<file path="config.mk">
export PLATFORM = sky130hd
export DESIGN_NAME = encoder_button_event_classifier
export DESIGN_NICKNAME = d
export VERILOG_FILES = /design/src/hw/rtl/ebec_pkg.sv /design/src/hw/rtl/ebec_csr.sv /design/src/hw/rtl/ebec_step.sv /design/src/hw/rtl/ebec_out_reg.sv /design/src/hw/rtl/encoder_button_event_classifier.sv
export SDC_FILE = /design/constraint.sdc
export NUM_CORES = 1
export LEC_CHECK = 0
export ABC_CLOCK_PERIOD_IN_PS = 3800
export CAP_MARGIN = 20
export CELL_PAD_IN_SITES_DETAIL_PLACEMENT = 1
export CELL_PAD_IN_SITES_GLOBAL_PLACEMENT = 1
export CORE_ASPECT_RATIO = 0.8
export CORE_MARGIN = 4
export CORE_UTILIZATION = 30
export DETAILED_ROUTE_END_ITERATION = 16
export DONT_BUFFER_PORTS = 1
export PLACE_DENSITY_LB_ADDON = 0.1
export SKIP_LAST_GASP = 1
export SYNTH_ARGS = -nofsm -noshare
export SYNTH_HDL_FRONTEND = slang
export SYNTH_HIERARCHICAL = 1
export SYNTH_SLANG_ARGS = --single-unit
export TNS_END_PERCENT = 5
</file>
<file path="constraint.sdc">
create_clock -name clock -period 3.8 [get_ports clock]
set_input_delay 0.19 -clock clock [delete_from_list [all_inputs] [get_ports clock]]
set_output_delay 0.19 -clock clock [all_outputs]
set_load 0.05 [all_outputs]
</file>
<file path="src/hw/rtl/ebec_pkg.sv">
// Shared types and constants for the encoder and button event classifier.
package ebec_pkg;

   localparam int unsigned THRESH_W   = 20;
   localparam int unsigned CSR_ADDR_W = 2;
   localparam int unsigned CSR_DATA_W = 20;
   localparam int unsigned EVENT_W    = 3;
   localparam int unsigned RSP_DATA_W = 8;
   localparam int unsigned PHASE_W    = 3;

   localparam logic [CSR_ADDR_W-1:0] CSR_LONG_PRESS   = 2'd0;
   localparam logic [CSR_ADDR_W-1:0] CSR_RELEASE_WAIT = 2'd1;
   localparam logic [CSR_ADDR_W-1:0] CSR_BTN_ENABLE   = 2'd2;
   localparam logic [CSR_ADDR_W-1:0] CSR_BTN_ACT_LOW  = 2'd3;

   localparam logic [THRESH_W-1:0] LONG_PRESS_RESET   = 20'd100000;
   localparam logic [THRESH_W-1:0] RELEASE_WAIT_RESET = 20'd60000;

   localparam logic [PHASE_W-1:0] PH_IDLE     = 3'd0;
   localparam logic [PHASE_W-1:0] PH_PRESSED  = 3'd1;
   localparam logic [PHASE_W-1:0] PH_RELEASED = 3'd2;
   localparam logic [PHASE_W-1:0] PH_LONG     = 3'd3;
   localparam logic [PHASE_W-1:0] PH_DOUBLE   = 3'd4;

   localparam logic [EVENT_W-1:0] EV_NONE   = 3'd0;
   localparam logic [EVENT_W-1:0] EV_UP     = 3'd1;
   localparam logic [EVENT_W-1:0] EV_DOWN   = 3'd2;
   localparam logic [EVENT_W-1:0] EV_SHORT  = 3'd3;
   localparam logic [EVENT_W-1:0] EV_LONG   = 3'd4;
   localparam logic [EVENT_W-1:0] EV_DOUBLE = 3'd5;

   typedef struct packed {
      logic [THRESH_W-1:0] long_press_ticks;
      logic [THRESH_W-1:0] release_wait_ticks;
      logic                button_enabled;
      logic                level_invert;
   } cfg_type;

endpackage

</file>
<file path="src/hw/rtl/ebec_csr.sv">
// Configuration registers of the encoder and button event classifier.
module ebec_csr (
   input  logic                           clock,
   input  logic                           reset,
   input  logic                           csr_we,
   input  logic [ebec_pkg::CSR_ADDR_W-1:0] csr_addr,
   input  logic [ebec_pkg::CSR_DATA_W-1:0] csr_wdata,
   output ebec_pkg::cfg_type              cfg
);
   import ebec_pkg::*;

   cfg_type cfg_ff, cfg_in;

   always_comb begin
      cfg_in = cfg_ff;
      if (csr_we) begin
         case (csr_addr)
            CSR_LONG_PRESS:   cfg_in.long_press_ticks   = csr_wdata[THRESH_W-1:0];
            CSR_RELEASE_WAIT: cfg_in.release_wait_ticks = csr_wdata[THRESH_W-1:0];
            CSR_BTN_ENABLE:   cfg_in.button_enabled     = csr_wdata[0];
            CSR_BTN_ACT_LOW:  cfg_in.level_invert       = csr_wdata[0];
            default:          cfg_in = cfg_ff;
         endcase
      end
   end

   always_ff @(posedge clock) begin
      if (reset) begin
         cfg_ff.long_press_ticks   <= LONG_PRESS_RESET;
         cfg_ff.release_wait_ticks <= RELEASE_WAIT_RESET;
         cfg_ff.button_enabled     <= 1'b1;
         cfg_ff.level_invert       <= 1'b0;
      end else begin
         cfg_ff <= cfg_in;
      end
   end

   assign cfg = cfg_ff;

endmodule

</file>
<file path="src/hw/rtl/ebec_step.sv">
// Per-tick rotation compare and button phase machine with its tick timer.
module ebec_step #(
   parameter int unsigned COUNT_WIDTH = 16,
   parameter int unsigned TIMER_WIDTH = 21
) (
   input  logic                          clock,
   input  logic                          reset,
   input  logic                          fire,
   input  logic signed [COUNT_WIDTH-1:0] position_count,
   input  logic                          button_level,
   input  ebec_pkg::cfg_type             cfg,
   output logic [ebec_pkg::EVENT_W-1:0]  event_code
);
   import ebec_pkg::*;

   localparam int unsigned CMP_W = (TIMER_WIDTH > THRESH_W) ? TIMER_WIDTH : THRESH_W;

   logic signed [COUNT_WIDTH-1:0] prev_count_ff, prev_count_in;
   logic [PHASE_W-1:0]            phase_ff, phase_in;
   logic [TIMER_WIDTH-1:0]        timer_ff, timer_in;
   logic [TIMER_WIDTH-1:0]        tick;
   logic                          pressed;
   logic                          long_hit;
   logic                          wait_hit;

   always_comb begin
      pressed  = button_level ^ cfg.level_invert;
      tick     = (timer_ff != {TIMER_WIDTH{1'b1}}) ? timer_ff + TIMER_WIDTH'(1) : timer_ff;
      long_hit = CMP_W'(tick) > CMP_W'(cfg.long_press_ticks);
      wait_hit = CMP_W'(tick) > CMP_W'(cfg.release_wait_ticks);

      prev_count_in = position_count;
      phase_in      = phase_ff;
      timer_in      = timer_ff;

      if (position_count > prev_count_ff) begin
         event_code = EV_UP;
      end else if (position_count < prev_count_ff) begin
         event_code = EV_DOWN;
      end else begin
         event_code = EV_NONE;
      end

      if (cfg.button_enabled) begin
         case (phase_ff)
            PH_PRESSED: begin
               if (!pressed) begin
                  phase_in = PH_RELEASED;
                  timer_in = '0;
               end else if (long_hit) begin
                  phase_in   = PH_LONG;
                  timer_in   = '0;
                  event_code = EV_LONG;
               end else begin
                  timer_in = tick;
               end
            end
            PH_RELEASED: begin
               if (pressed) begin
                  phase_in   = PH_DOUBLE;
                  timer_in   = '0;
                  event_code = EV_DOUBLE;
               end else if (wait_hit) begin
                  phase_in   = PH_IDLE;
                  timer_in   = '0;
                  event_code = EV_SHORT;
               end else begin
                  timer_in = tick;
               end
            end
            PH_LONG, PH_DOUBLE: begin
               if (!pressed) begin
                  phase_in = PH_IDLE;
                  timer_in = '0;
               end
            end
            default: begin
               if (pressed) begin
                  phase_in = PH_PRESSED;
                  timer_in = '0;
               end else begin
                  phase_in = PH_IDLE;
               end
            end
         endcase
      end
   end

   always_ff @(posedge clock) begin
      if (reset) begin
         prev_count_ff <= '0;
         phase_ff      <= PH_IDLE;
         timer_ff      <= '0;
      end else if (fire) begin
         prev_count_ff <= prev_count_in;
         phase_ff      <= phase_in;
         timer_ff      <= timer_in;
      end
   end

endmodule

</file>
<file path="src/hw/rtl/ebec_out_reg.sv">
// Result register with a one-beat skid stage.
module ebec_out_reg (
   input  logic                          clock,
   input  logic                          reset,
   input  logic                          in_valid,
   output logic                          in_ready,
   input  logic [ebec_pkg::EVENT_W-1:0]  in_data,
   output logic                          out_valid,
   input  logic                          out_ready,
   output logic [ebec_pkg::EVENT_W-1:0]  out_data
);
   import ebec_pkg::*;

   logic               out_valid_ff, out_valid_in;
   logic               skid_valid_ff, skid_valid_in;
   logic [EVENT_W-1:0] out_data_ff, out_data_in;
   logic [EVENT_W-1:0] skid_data_ff, skid_data_in;
   logic               in_fire;
   logic               out_free;

   assign in_ready = !skid_valid_ff;
   assign in_fire  = in_valid && in_ready;
   assign out_free = !out_valid_ff || out_ready;

   always_comb begin
      out_valid_in  = out_valid_ff;
      out_data_in   = out_data_ff;
      skid_valid_in = skid_valid_ff;
      skid_data_in  = skid_data_ff;
      if (out_free) begin
         if (skid_valid_ff) begin
            out_valid_in  = 1'b1;
            out_data_in   = skid_data_ff;
            skid_valid_in = 1'b0;
         end else begin
            out_valid_in = in_fire;
            out_data_in  = in_data;
         end
      end else if (in_fire) begin
         skid_valid_in = 1'b1;
         skid_data_in  = in_data;
      end
   end

   always_ff @(posedge clock) begin
      if (reset) begin
         out_valid_ff  <= 1'b0;
         skid_valid_ff <= 1'b0;
      end else begin
         out_valid_ff  <= out_valid_in;
         skid_valid_ff <= skid_valid_in;
      end
      out_data_ff  <= out_data_in;
      skid_data_ff <= skid_data_in;
   end

   assign out_valid = out_valid_ff;
   assign out_data  = out_data_ff;

endmodule

</file>
<file path="src/hw/rtl/encoder_button_event_classifier.sv">
// Top level of the encoder and button event classifier.
// One poll tick is taken per clock while req_tready is high; its single
// event beat appears on rsp_tdata in the cycle after acceptance when the result
// register is free. A one-beat skid stage takes one more tick while
// rsp_tready is low; req_tready then drops until the skid beat has moved into
// the result register. With rsp_tready held high the rate is one tick per clock.
// Configuration registers are written through csr_we/csr_addr/csr_wdata and
// should only be changed while no beat is in flight.
module encoder_button_event_classifier #(
   parameter int unsigned COUNT_WIDTH = 16,
   parameter int unsigned TIMER_WIDTH = 21
) (
   input  logic                                  clock,
   input  logic                                  reset,
   input  logic                                  req_tvalid,
   output logic                                  req_tready,
   // [COUNT_WIDTH-1:0] position_count, [COUNT_WIDTH] button_level, rest zero
   input  logic [((COUNT_WIDTH+8)/8)*8-1:0]      req_tdata,
   output logic                                  rsp_tvalid,
   input  logic                                  rsp_tready,
   // [2:0] event_code, rest zero
   output logic [ebec_pkg::RSP_DATA_W-1:0]       rsp_tdata,
   input  logic                                  csr_we,
   input  logic [ebec_pkg::CSR_ADDR_W-1:0]       csr_addr,
   input  logic [ebec_pkg::CSR_DATA_W-1:0]       csr_wdata
);
   import ebec_pkg::*;

   cfg_type            cfg;
   logic               req_fire;
   logic [EVENT_W-1:0] step_event;
   logic [EVENT_W-1:0] rsp_event;

   assign req_fire = req_tvalid && req_tready;

   ebec_csr u_csr (
      .clock     (clock),
      .reset     (reset),
      .csr_we    (csr_we),
      .csr_addr  (csr_addr),
      .csr_wdata (csr_wdata),
      .cfg       (cfg)
   );

   ebec_step #(
      .COUNT_WIDTH (COUNT_WIDTH),
      .TIMER_WIDTH (TIMER_WIDTH)
   ) u_step (
      .clock          (clock),
      .reset          (reset),
      .fire           (req_fire),
      .position_count (req_tdata[COUNT_WIDTH-1:0]),
      .button_level   (req_tdata[COUNT_WIDTH]),
      .cfg            (cfg),
      .event_code     (step_event)
   );

   ebec_out_reg u_out (
      .clock     (clock),
      .reset     (reset),
      .in_valid  (req_tvalid),
      .in_ready  (req_tready),
      .in_data   (step_event),
      .out_valid (rsp_tvalid),
      .out_ready (rsp_tready),
      .out_data  (rsp_event)
   );

   assign rsp_tdata = RSP_DATA_W'(rsp_event);

endmodule

</file>
Word level (Yosys, flattened, before mapping) --
Index checks and enable logic that the tools add are counted.
Storage, ports and cells: register bits after elaboration 90, input port bits 51, output and inout bits 10, logic and storage cells 69
Operators by class: $lt $le $gt $ge 4, mux-type cells 25, reduce and logical (&&, ||, !) cells 15, equal/unequal tests 11, $add $sub $neg 1, bitwise operators 2
Operators with widths (number):
- $mux W21 | 7
- $pmux W21 S3 | 1
- $gt A21 B20 Y1 | 2
- $mux W3 | 12
- $add A21 B1 Y21 const B | 1
- $ne A21 B21 Y1 const B | 1
- $gt A16 B16 Y1 | 1
- $lt A16 B16 Y1 | 1
- $reduce_and A2 Y1 | 5
- $pmux W3 S3 | 1
- $eq A3 B2 Y1 const B | 2
- $pmux W3 S2 | 1
- $reduce_and A5 Y1 | 1
- $eq A2 B2 Y1 const B | 2
- $reduce_and A4 Y1 | 1
- $reduce_bool A4 Y1 | 1
- $reduce_or A2 Y1 | 2
- $eq A3 B1 Y1 const B | 1
- $eq A3 B3 Y1 const B | 1
- $ne A3 B1 Y1 const B | 1
- $ne A3 B3 Y1 const B | 1
- $eq A2 B1 Y1 const B | 1
- $logic_not A1 Y1 | 2
- $logic_not A2 Y1 | 1
- 7 further kinds | 8

Longest topological paths before layout --
depth in word-level cells 8, depth in mapped cells 18, gate-level depth less buffers 15

Hierarchy --
Netlist, hierarchy kept.
Modules (own cells, without submodules):
- ebec_step | seq. area each 800.8 µm², cells each 453, instances 1, area each 3595.9 µm²
- ebec_csr | seq. area each 840.8 µm², cells each 173, instances 1, area each 1764.2 µm²
- ebec_out_reg | seq. area each 220.2 µm², cells each 17, instances 1, area each 292.8 µm²
- encoder_button_event_classifier | seq. area each 0.0 µm², cells each 7, instances 1, area each 47.5 µm²

Least setup slack after synthesis --
Ideal clock, no wire load.
kind register -> register, start register u_step.timer_ff[2], end register u_out.out_data_ff[0], in the netlist u_out/out_data[0], data pin, path slack 0.095 ns, data arrival time 3.445 ns, setup time 0.260 ns, period minus slack after synthesis 3.705 ns, data required time 3.540 ns, stages on the path, launching flop included 18, path buffers 3, path through dfxtp_1 -> buf_6 -> and3_1 -> buf_6 -> and4_4 -> buf_6 -> a31oi_1 -> nand4_1 -> xnor2_1 -> ha_1 -> a21oi_1 -> nand2_1 -> a2111oi_0 -> a31oi_1 -> nand2b_1 -> o211ai_1 -> a31oi_1 -> mux2_2
On the way: word-level cells in the longest chain between the ends 8, elaborated cells between the ends (all ways) 12, classes of those cells 1 x add/sub; 2 x order compare; 1 x eq/ne; 8 x mux
Ends and longest elaborated chain:
- from (decl) | RTL line ebec_step.sv:20 | logic [TIMER_WIDTH-1:0] timer_ff, timer_in;
- from (signal assigned) | RTL line ebec_step.sv:97 | timer_ff <= timer_in;
- $add A21 B1 Y21 or $ne A21 B21 Y1 (tied branches) | RTL line ebec_step.sv:28 | tick = (timer_ff != {TIMER_WIDTH{1'b1}}) ? timer_ff + TIMER_WIDTH'(1) : timer_ff;
- $mux W21 * | RTL line ebec_step.sv:28
- $gt A21 B20 Y1, on equally long branches | RTL line ebec_step.sv:30, ebec_step.sv:29
- $mux W3, on equally long branches | RTL line ebec_step.sv:63, ebec_step.sv:50
- $mux W3, on equally long branches | RTL line ebec_step.sv:59, ebec_step.sv:47
- $pmux W3 S2 * | RTL line ebec_step.sv:45 | case (phase_ff)
- $mux W3 * | RTL line ebec_step.sv:44 | if (cfg.button_enabled) begin
- net step_event[0] | RTL line encoder_button_event_classifier.sv:31 | logic [EVENT_W-1:0] step_event;
- $mux W3 * | RTL line ebec_out_reg.sv:31 | if (skid_valid_ff) begin
- to (signal assigned) | RTL line ebec_out_reg.sv:53 | out_data_ff <= out_data_in;
- to (decl) | RTL line ebec_out_reg.sv:16 | logic [EVENT_W-1:0] out_data_ff, out_data_in;
Mark *: on every way through the listed nets, which the timed path passes. The rest lies on a longest branch. A chain may end at the register's enable or synchronous reset.

Worst setup path after layout --
start register u_step.timer_ff[5], end register u_out.out_data_ff[1], in the netlist u_out/out_data[1], data pin
Same word-level chain as after synthesis.

==> out/results.ini <==
[power]
netSwitchingFraction_pct=27.81
clkPwrFrac_pct=40.7
power_switching_w=0.0006109
ir_worst_vdd_uv=179.7
p_int_w=0.001586
p_leak_nw=3.260
seqPwrFrac_pct=47.0
powerDensity_nw_per_um2=297.1
comb_power_share_pct=12.3
finalPower_w=0.002197

[timing]
fmax_mhz=257.3
worstMarginPinSlew_ps=844.5
setup_ws_ps=-86.55
fin_hold_ws_ps=11.37
finalClockSkew_ps=10.39
slew_headroom_pct=43.51
post-route-min-period_ps=3887
post-route-period-util_pct=102.3
slew_viol_final=0
rsz0062_at_grt=true
hold_viol=0
setup_violations=11
setup_tns_ps=-554.3

[final_layout]
nets=859
multiInputGateArea_um2=3717
area_delta_synth_final_pct=29.70
seqCellArea_um2=1871
drive_above_1_share_pct=21.72
n_fill_cell=2189
fin_util_pct=40.21
diodes=0

[setup_path]
crit_path_end_kind=flop
r2r_slack_ps=-90
reg2reg_depth=16
crit_path_start_kind=flop
critPathKind=reg2reg
arrival_ps=4000
cp_max_fo=3
required_ps=3910

[floorplanning]
core_um2=18390
rows=44
fp.dieArea_um2=21280
start_util_pct=31.00
ios=61
fp.dieH_um=131.3
die_w_um=162.1

[clocking]
root_buffer=clkbuf_16
clock_latency_ps=360
clk_path_buf_depth=2
tritoncts=done
numCtsBuffers=9
cts_sinks=90
htree_num_levels=3
clkTransAtPathRegs_ps=70

[drt]
detail-route-antenna-nets=0
drcViolationCount=0
wire_per_inst_um=17.35
vias_per_cell=4.821
dr.pass1.iters=4
via_count=4860
drt_wl_total_um=17490
first_iter_violations=169

[grt]
gr-total-overflow=0
grt_antenna_before_repair=0
grt_max_degree=74
grt.total_usage_pct=16.80
grt_pass1_wl_um=28560
grt_pass1_vias=5428

[synthesis]
synthArstFlopShare_pct=0
synthTopCellsByArea=dfxtp_1 (29%), ha_1 (13%), mux2i_1 (10%)
yosys.area.top_type_share_pct=29.50
yosys.area.top_type=dfxtp_1
yosysMostFrequentCell=dfxtp_1
synth_common_cells=dfxtp_1 (84), nor2_1 (61), inv_1 (58), mux2i_1 (58), ha_1 (57)
seq_area_frac_synth_pct=32.66
syn_inst=650
synthFlopType=dfxtp_1
ys_warn_count=6
syn-cell-area_um2=5700
synth.distinct_cells=60
synth-seq-cells=90
synth_edf_count=6
synth.avg_cell_area_um2=8.770

[run_status]
outcome=complete, but fails checks
violations=setup timing

[place]
dp_hpwl_um=13140
post-place-ws_ps=-338.1
port_buffers=0
gp_congestion=0.7957

[job]
cap_violations=0

[worst_hold_path]
hold_path_depth=2
hold_path.class=in2reg

## layout by cell type, fill, tap and decap left out, types with 7 or more instances in the layout
cell type / Yosys / routed
buf_4: 9 / 91
dfxtp_2: 0 / 7
nand2b_1: 51 / 50
ha_1: 57 / 51
nand3_1: 17 / 15
clkbuf_16: 0 / 9
nand4_1: 16 / 16
inv_1: 58 / 58
dfxtp_1: 84 / 77
o211ai_1: 15 / 15
xnor2_1: 14 / 14
a22o_1: 11 / 11
dlygate4sd3_1: 0 / 24
o21ai_0: 13 / 11
a21o_1: 8 / 8
nor2_1: 61 / 60
mux2i_1: 58 / 58
a21oi_1: 24 / 21
nand2_1: 40 / 37
## cells by family (layout without fill, tap and decap cells)
family                   count (synthesis)  count (layout)  share of synthesized area [%]
AND/OR/NAND/NOR                        230             230                          21.38
adder cells (fa/ha/maj)                 57              57                          12.51
other                                    1               5                        0.06578
flip-flops                              90              90                          32.66
buffers and inverters                   91             192                          7.375
XOR/XNOR                                20              20                          3.073
multiplexers                            63              63                          11.17
AO/OA/AOI/OAI                           98              98                          11.77
## area by class of cell
class | count | area share [%]
inverter | 58 | 2.945
clock buffer | 10 | 3.232
multi-input combinational | 473 | 50.28
timing repair buffer | 119 | 13.34
sequential | 90 | 25.30
clock inverter | 5 | 0.6262
tap | 253 | 4.282
## state kept, by name, indices dropped and copies added, names as in the netlist
signal                flops
u_step/prev_count_ff     16
u_out/skid_valid_ff       1
u_out/out_data            3
u_out/skid_data_ff        3
u_out/out_valid           1
u_step/phase_ff           3
u_csr/cfg                42
u_step/timer_ff          21
## power groups by stage
stage	logic (W)	registers, W	clock network, W
2_1_floorplan	0.000191	0.00105	0
3_3_place_gp	0.000226	0.00105	0
3_5_place_dp	0.000234	0.00105	0
4_1_cts	0.000263	0.00103	0.000942
5_1_grt	0.000303	0.00104	0.000969
6_report	0.000270	0.00103	0.000894
## final timing paths
kind                                         from                           to
setup reg to reg  u_step/timer_ff[5]$_SDFFE_PP0P_  u_out/out_data[1]$_DFFE_PP_
hold / removal                      csr_wdata[12]   u_csr/cfg[34]$_SDFFE_PP0P_
setup / recovery  u_step/timer_ff[5]$_SDFFE_PP0P_  u_out/out_data[1]$_DFFE_PP_
hold reg to reg        u_csr/cfg[33]$_SDFFE_PP0P_   u_csr/cfg[33]$_SDFFE_PP0P_
## through the flow
stage,area (um^2),instances
3_5_place_dp,6501,961
4_1_cts,7202,1005
3_3_place_gp,6501,961
2_1_floorplan,5715,654
6_report,7393,1008
5_1_grt,7393,1008
## worst max-delay path, stage by stage, from the launching register on
cell      delay [ps]
dfxtp_2          330
and4_4           250
nand2_4           50
or3_4            360
or3_4            410
nand2_4          100
o31ai_4           90
buf_6            130
ha_4             250
nand4_1          220
nor4_4           320
a21bo_2          260
nand4b_1         150
a21oi_2          100
o21bai_1         180
a32oi_1          140
mux2_4           300
## repair_timing
action | in CTS | in global routing
endpoints found under the hold margin | 32 | 0
setup buffers | 5 | 3
hold buffers | 24 | 0
pin swaps | 19 | 22
resized for setup | 29 | 28
setup endpoints to repair | 29 | 29
## layer usage
metal  up-vias  GRT usage (%)  routed length [um]  share of wire, %
met5         -              0                   0                 0
met4         0          4.697                 257               1.5
met3        16          3.100                 443               2.5
met2        51          26.51                7852                45
met1      2342          23.56                8936                51
li1       2451              -                   -                 -
(Power assumes the default switching activity.)
